<file path="src/rtl/lsmpq_pkg.sv">
// ----------------------------------------------------------------------------
// lsmpq_pkg
// Shared types for the linear scan minimum priority queue: operation and
// status codes and the command and status bundles that join the controller
// and the datapath.
// ----------------------------------------------------------------------------
package lsmpq_pkg;

	typedef enum logic {
		OP_PUSH = 1'b0,
		OP_POP  = 1'b1
	} op_t;

	typedef enum logic [1:0] {
		ST_OK    = 2'd0,
		ST_EMPTY = 2'd1,
		ST_FULL  = 2'd2
	} status_t;

	typedef struct packed {
		logic    push;
		logic    scan_clr;
		logic    scan_rd;
		logic    last_rd;
		logic    move;
		logic    load_out;
		logic    sel_best;
		status_t res_status;
	} lsmpq_cmd_t;

	typedef struct packed {
		logic empty;
		logic full;
		logic scan_end;
		logic out_free;
	} lsmpq_sts_t;

endpackage

</file>
<file path="src/rtl/lsmpq_ctrl.sv">
// ----------------------------------------------------------------------------
// lsmpq_ctrl
// Controller state machine. Accepts one beat at a time, steps the datapath
// through the push, the pop scan, the refill of the freed slot and the
// hand-off of the result to the output register.
// ----------------------------------------------------------------------------
module lsmpq_ctrl
	import lsmpq_pkg::*;
(
	input  logic       clk,
	input  logic       arst_n,
	input  logic       in_valid,
	output logic       in_ready,
	input  logic       operation,
	input  lsmpq_sts_t sts,
	output lsmpq_cmd_t cmd
);

	typedef enum logic [2:0] {
		S_IDLE,
		S_SCAN,
		S_LAST,
		S_MOVE,
		S_EMIT
	} state_t;

	state_t  state_q;
	state_t  state_nxt;
	status_t status_q;
	status_t status_nxt;
	logic    popok_q;
	logic    popok_nxt;

	assign in_ready = (state_q == S_IDLE);

	always_comb begin
		cmd            = '0;
		cmd.res_status = status_q;
		state_nxt      = state_q;
		status_nxt     = status_q;
		popok_nxt      = popok_q;
		unique case (state_q)
			S_IDLE: begin
				if (in_valid) begin
					popok_nxt  = 1'b0;
					status_nxt = ST_OK;
					state_nxt  = S_EMIT;
					if (operation == OP_PUSH) begin
						if (sts.full) begin
							status_nxt = ST_FULL;
						end else begin
							cmd.push = 1'b1;
						end
					end else begin
						if (sts.empty) begin
							status_nxt = ST_EMPTY;
						end else begin
							cmd.scan_clr = 1'b1;
							popok_nxt    = 1'b1;
							state_nxt    = S_SCAN;
						end
					end
				end
			end
			S_SCAN: begin
				cmd.scan_rd = 1'b1;
				if (sts.scan_end) begin
					state_nxt = S_LAST;
				end
			end
			S_LAST: begin
				cmd.last_rd = 1'b1;
				state_nxt   = S_MOVE;
			end
			S_MOVE: begin
				cmd.move  = 1'b1;
				state_nxt = S_EMIT;
			end
			S_EMIT: begin
				cmd.sel_best = popok_q;
				if (sts.out_free) begin
					cmd.load_out = 1'b1;
					state_nxt    = S_IDLE;
				end
			end
			default: begin
				state_nxt = S_IDLE;
			end
		endcase
	end

	always_ff @(posedge clk or negedge arst_n) begin
		if (!arst_n) begin
			state_q  <= S_IDLE;
			status_q <= ST_OK;
			popok_q  <= 1'b0;
		end else begin
			state_q  <= state_nxt;
			status_q <= status_nxt;
			popok_q  <= popok_nxt;
		end
	end

endmodule

</file>
<file path="config.mk">
export PLATFORM = sky130hd
export DESIGN_NAME = lsmpq_ctrl
export DESIGN_NICKNAME = d
export VERILOG_FILES = /design/src/rtl/lsmpq_pkg.sv /design/src/rtl/lsmpq_ctrl.sv
export SDC_FILE = /design/constraint.sdc
export NUM_CORES = 1
export LEC_CHECK = 0
export BUFFER_PORTS_ARGS = -buffer_cell sky130_fd_sc_hd__clkbuf_2
export CAP_MARGIN = 10
export CORE_AREA = 5 5 42 44
export DETAILED_ROUTE_END_ITERATION = 7
export DIE_AREA = 0 0 47 49
export HOLD_SLACK_MARGIN = 0.05
export PLACE_DENSITY = 0.62
export SYNTH_ARGS = -nofsm -noshare
export SYNTH_HDL_FRONTEND = slang
export SYNTH_SLANG_ARGS = --single-unit
</file>
<file path="constraint.sdc">
create_clock -name clk -period 3.4 [get_ports clk]
set_clock_uncertainty 0.15 [all_clocks]
set_input_delay 0.68 -clock clk [delete_from_list [all_inputs] [get_ports clk]]
set_output_delay 0.68 -clock clk [all_outputs]
set_load 0.02 [all_outputs]
</file>
Word level (Yosys, flattened, before mapping)
Cells that the tools add are included.
{"block": "word_totals", "ff_bits": 6, "inputBits": 8, "output_inout_bits": 10, "wordCells": 33}
{"block": "classes", "reduce_logical": 3, "muxes": 20, "n_eq_ne": 7}
{"cell": "3-bit 2-to-1 mux", "n": 5}
{"cell": "3-bit case mux with 5 select lines", "n": 1}
{"cell": "2-bit 2-to-1 mux", "n": 5}
{"cell": "1-bit 2-to-1 mux", "n": 9}
{"cell": "3-bit by 2-bit equality test with 1-bit output (second input constant)", "n": 2}
{"cell": "2-bit != test (second input constant)", "n": 3}
{"cell": "3-bit by 1-bit equality test with 1-bit output (second input constant)", "n": 1}
{"cell": "3-bit equality test (second input constant)", "n": 1}
{"cell": "3-bit logical NOT", "n": 1}
{"cell": "3-bit AND reduction", "n": 1}
{"cell": "2-bit AND reduction", "n": 1}

Depth between registers and ports, before layout
Gate-level depths: netlist of the first run.
{"block": "depth", "word_depth": 4, "depth_mapped": 5, "mapped_depth_nobuf": 3}

Least setup slack after synthesis of the first run
Ideal clock, no wire load.
{"block": "synth_path", "path_type": "input -> output", "from": "input in_valid", "to": "output cmd[8] in the netlist's numbering", "slack_ns": 1.025, "stages": 3, "required_time_ns": 2.570, "arrival_ns": 1.545, "path_buffers": 1, "cell_sequence": "or4b_4 > buf_6 > nor3_2"}
{"item": "from (decl)", "line_no": "lsmpq_ctrl.sv:12", "text": "input logic in_valid,"}
{"item": "to (decl)", "line_no": "lsmpq_ctrl.sv:16", "text": "output lsmpq_cmd_t cmd"}

==> results of run 1 <==
## cell type report
class | instances | area (sq um) | area share
inverters | 1 | 3.75 | 0.00820
clock buffers | 3 | 22.5 | 0.0492
repair buffers | 17 | 85.1 | 0.186
flip-flops and latches | 6 | 150 | 0.328
well taps | 16 | 20.0 | 0.0437
multi-input cells | 26 | 176 | 0.385
## stage by stage
stage | area (sq um) | utilization | hold slack [ns]
floorplan | 353 | - | 0.234
CTS | 458 | 0.327 | 0.0935
detailed placement | 435 | 0.311 | 0.325
global placement | 435 | 0.311 | 0.315
global route | 458 | 0.327 | 0.0959
finish | 458 | 0.327 | 0.0967
## flip-flops by register name, summed over array words and instances (netlist names)
name	cells
state_q	3
status_q	2
popok_q	1
## final timing paths
kind | depth (start not counted) | slack [ns] | startpoint | end
worst max-delay path | 4 | 0.97 | in_valid | cmd[8]
worst min register to register | 1 | 0.33 | popok_q$_DFFE_PN0P_ | popok_q$_DFFE_PN0P_
max in group asynchronous | 1 | 2.85 | arst_n | state_q[0]$_DFFE_PN0P_
min in group clk | 1 | 0.33 | popok_q$_DFFE_PN0P_ | popok_q$_DFFE_PN0P_
worst max register to register | 2 | 1.90 | state_q[1]$_DFFE_PN0P_ | popok_q$_DFFE_PN0P_
worst min-delay path | 1 | 0.1 | arst_n | status_q[1]$_DFFE_PN0P_
## power groups by stage
stage | clock [W] | combinational, W | sequential (W)
4_1_cts | 0.0000690 | 0.000187 | 0.000137
3_5_place_dp | 0 | 0.000186 | 0.000138
3_3_place_gp | 0 | 0.000186 | 0.000137
2_1_floorplan | 0 | 0.000150 | 0.000136
6_report | 0.0000651 | 0.000184 | 0.000137
5_1_grt | 0.0000736 | 0.000203 | 0.000144
## layer usage
metal	wire, um	track usage
met5	0	0
met4	42	0.0829
met3	75	0.0590
met1	276	0.0856
met2	323	0.0995
## cell families (layout without fill, tap and decap cells)
group / Yosys count / after routing / share of synthesized area
AND/OR/NAND/NOR: 20 / 20 / 0.390
AO/OA/AOI/OAI: 6 / 6 / 0.110
flip-flops: 6 / 6 / 0.426
buffers and inverters: 3 / 21 / 0.0745
## Yosys cell counts (all sizes together)
master,instances,area share
nand2,3,0.032
nor3b,2,0.043
o21ai,2,0.028
a31oi,1,0.018
and3,3,0.057
buf,2,0.064
inv,1,0.011
o21bai,1,0.021
nor2b,1,0.018
dfrtp,6,0.43
a21o,2,0.043
nor3,1,0.028
nand2b,2,0.035
or4b,1,0.039
nor4b,2,0.050
or2,1,0.018
or3,1,0.018
nor2,3,0.053
==> metrics, run 1 <==
H-tree Lvls 1; RD Place Congestion 0.618; register area share after synthesis 0.426; Placed Instances 66; initial antenna violation count 0; Mapped Area 353 sq um; largest net degree at the start of global routing 11; vias in the first global route 295; slew at the pin with the worst max-slew slack 0.304 ns; FF+latch count, synth 6; Fin Setup TNS 0 ns; GRT overflow 0; Avg WL per Cell 10.4 um; Fmax achieved approximately 400 MHz; Clock Latency Late Sink 0.25 ns; critical path endpoint category output port; # Post-CTS Setup Buffers 0; most frequent cells in the layout clkbuf_2, dfrtp_1, nand2_1, clkbuf_4; Sink Count 6; # IOs 18; switching share of power 0.433; outcome complete, no violations; kind of critical path input port to output port; Synth Warn # 0; post-placement setup slack 0.961 ns; Final Instance Count excl. Fillers 69; syn avg cell area between 10 and 15 sq um; antenna cells 0; Synth Instances 35; switching power 0.000167 W; Sequential Power Share 0.355; maximum buffer depth of the clock tree 2; max cap viols 0; CP Max Fanout 7; clock slew at reported path FFs 0.04 ns; ANT nets after route 0; clock power share 0.169; first-pass GRT wire length 1230 um; layout cell share with drive strength beyond 1 0.472; cts bufs inserted 3; I/O Buffers 17; Peak VDD IR 293 uV; CTS tree built; fin. max-slew vios 0; vias 311; Final WS setup 0.968 ns; Overall Power ~0.00039 W; row count 14; Comb power frac 0.476; clock root buffer master clkbuf_4; crit-path leading delay family simple AND/OR/NAND/NOR gates; Post-route DRC 0; Syn-to-layout area delta 29.8%; Slew Limit Headroom 0.797; WP buf/inv 2; Initial Util 0.252; post-DP HPWL 586 um; Synth Net Count 43; Hold Vio Cnt, Final 0; iteration-0 DRC count of the detailed router 3; DR pass1 iterations 4; nets 63; distinct cell type count after synthesis 20; vias per cell 4.51; Power per Cell Area 842 nW/um^2; Top cell by count, worst path clkbuf_2; RSZ-0062 raised after global routing false; Crit-path slowest cell or4b_4; Die ar. about 2300 sq um; Final Setup Violations 0; commonest non-fill, non-tap cell in the layout clkbuf_2; # resized after CTS 0; Internal 0.000219 W; All-Layer GR Usage 0.0823; Period minus WS final 2.43 ns; CP max stage delay 0.52 ns; worst path cell trace clkbuf_2 -> or4b_4 -> nor3_2 -> clkbuf_2; fin crit share 0.715; CP Launch Type input port; cts hold-fix bufs 0; Die X 47 um; Critical Path RT 2.57 ns; leakage 0.252 nW; Chip Height slightly below 50 um; core area 1400 sq um; Routed WL around 700 um; Crit path arrival time between 1.5 and 2 ns; Fillers 157; Hold Crit Class input port to asynchronous set/reset pin
Power figures use the tool's default switching activity.
==> inputs of run 2 (changes only) <==
--- a/config.mk
+++ b/config.mk
@@ -11,7 +11,7 @@
 export DETAILED_ROUTE_END_ITERATION = 7
 export DIE_AREA = 0 0 47 49
 export HOLD_SLACK_MARGIN = 0.05
-export PLACE_DENSITY = 0.62
+export PLACE_DENSITY = 0.64
 export SYNTH_ARGS = -nofsm -noshare
 export SYNTH_HDL_FRONTEND = slang
 export SYNTH_SLANG_ARGS = --single-unit
==> constraint.sdc (replaced) <==
create_clock -name clk -period 2.2 [get_ports clk]
set_clock_uncertainty 0.15 [all_clocks]
set_input_delay 0.44 -clock clk [delete_from_list [all_inputs] [get_ports clk]]
set_output_delay 0.44 -clock clk [all_outputs]
set_load 0.02 [all_outputs]
==> run 2 against run 1 <==
Against the previous run: combinational power is 83% higher; die area stayed put; critical path depth is 1 lower; global-route usage is 1.3 points lower; wire length is 7.7% higher; first-iteration DRC count stayed put; power is 64% higher; setup slack worse by 0.91 ns; non-clock buffer count is 4 higher; clock power is 51% higher; via count is 5.8% higher.
==> metrics, run 2 (same netlist as run 1, synthesis figures left out) <==
outcome complete, no violations; CP Max Fanout 6; maximum buffer depth of the clock tree 2; Fmax achieved around 470 MHz; registers with the most flip-flops state_q x3, status_q x2, popok_q x1; leakage 0.270 nW; crit-path leading delay family simple AND/OR/NAND/NOR gates; max cap viols 0; Hold Crit Class input port to flip-flop; Clock Latency Late Sink 0.24 ns; Critical Path RT 1.61 ns; clock root buffer master clkbuf_4; Routed WL 773 um; Placed Instances 67; All-Layer GR Usage 0.0696; first-pass GRT wire length 1140 um; ANT nets after route 0; WP buf/inv 1; Peak VDD IR 437 uV; CP max stage delay 0.60 ns; Design Area, Final a little under 500 sq um; iteration-0 DRC count of the detailed router 3; nets 67; worst path cell trace or4b_4 -> nor3_2 -> buf_4; kind of critical path flip-flop to output port; post-DP HPWL 609 um; core area 1400 sq um; critical path endpoint category output port; slew at the pin with the worst max-slew slack 0.351 ns; Slew Limit Headroom 0.765; most frequent cells in the layout clkbuf_2, dfrtp_1, buf_4; clock slew at reported path FFs 0.04 ns; number of flip-flops in the largest register 3; Avg WL per Cell 10.6 um; initial antenna violation count 0; I/O Buffers 17; Sink Count 6; vias per cell 4.51; CTS tree built; Post-route DRC 0; RD Place Congestion 0.635; largest net degree at the start of global routing 10; Die ar. between 2000 and 2500 sq um; GRT overflow 0; Crit path arrival time 1.55 ns; RSZ-0062 raised after global routing true; Final Setup Violations 0; fin. max-slew vios 0; fin crit share 0.974; DR pass1 iterations 2; Period minus WS final 2.14 ns; cts bufs inserted 3; vias in the first global route ~290; Chip Height slightly below 50 um; Initial Util 0.252; Crit-path slowest cell or4b_4; Largest Register state_q; Hold Vio Cnt, Final 0; # IOs 18; antenna cells 0; vias 329; placed cell area 443 sq um; Final Instance Count excl. Fillers 73; row count 14; H-tree Lvls 1; Die X 47 um; layout cell share with drive strength beyond 1 0.509; commonest non-fill, non-tap cell in the layout clkbuf_2; Fin Setup TNS 0 ns; CP Launch Type flip-flop; Syn-to-layout area delta 40.1%; Power per Cell Area 1280 nW/um^2; Fillers 152
==> run 2: cell count changes in the layout (fill, tap and decap cells not counted) <==
cell           delta
dfrtp_1           -1
dfrtp_2           +1
dlygate4sd3_1     +1
clkbuf_2          -1
buf_4             +4
==> run 2: through the flow <==
stage / hold WS, ns / total power (W) / utilization / setup slack, ns
5_1_grt: 0.278 / 0.000683 / 0.353 / -0.00708
3_5_place_dp: 0.122 / 0.000516 / 0.316 / 0.233
2_1_floorplan: -0.00559 / 0.000442 / - / 0.233
3_3_place_gp: 0.121 / 0.000511 / 0.316 / 0.252
6_report: 0.275 / 0.000633 / 0.353 / 0.0567
4_1_cts: 0.269 / 0.000618 / 0.339 / 0.00956
==> run 2: per-layer routing <==
layer	wire, um	part of all wire	GRT usage
met4	0	0	0.0276
met5	0	0	0
met2	379	0.49	0.0950
met1	339	0.44	0.0856
met3	54	0.070	0.0443
==> run 2: path summary, 6_finish.rpt <==
path                                        start                 endpoint  slack (ns)  depth (start not counted)
setup / recovery           state_q[0]$_DFFE_PN0P_                   cmd[8]        0.06                          3
hold / removal                             sts[1]   state_q[1]$_DFFE_PN0P_        0.27                          2
setup reg to reg           state_q[0]$_DFFE_PN0P_      popok_q$_DFFE_PN0P_        0.58                          3
hold reg to reg               popok_q$_DFFE_PN0P_      popok_q$_DFFE_PN0P_        0.33                          1
max in group asynchronous                  arst_n   state_q[0]$_DFFE_PN0P_        1.32                          2
min in group asynchronous                  arst_n  status_q[0]$_DFFE_PN0P_        0.42                          2
==> run 2: layout make-up <==
| class | instances | area [sq um] | share of cell area |
|---|---|---|---|
| sequential | 6 | 151 | 0.306 |
| clock buffer | 3 | 22.5 | 0.0456 |
| inverter | 1 | 3.75 | 0.00759 |
| multi-input combinational | 26 | 176 | 0.357 |
| tap | 16 | 20.0 | 0.0405 |
| timing repair buffer | 21 | 120 | 0.243 |
==> run 2: timing repair <==
item                       CTS  global route
pin swaps                    1             1
buffers inserted             0             2
hold buffers                 1             0
resized for setup            0             3
hold endpoints to repair     6             0
setup endpoints to repair    1             2
==> run 2: power by group <==
group / switching [W] / internal, W / leakage [nW]
sequential: 0.0000391 / 0.000159 / 0.0771
clock: 0.0000365 / 0.0000615 / 0.0138
combinational: 0.000191 / 0.000147 / 0.179
total: 0.000266 / 0.000367 / 0.270
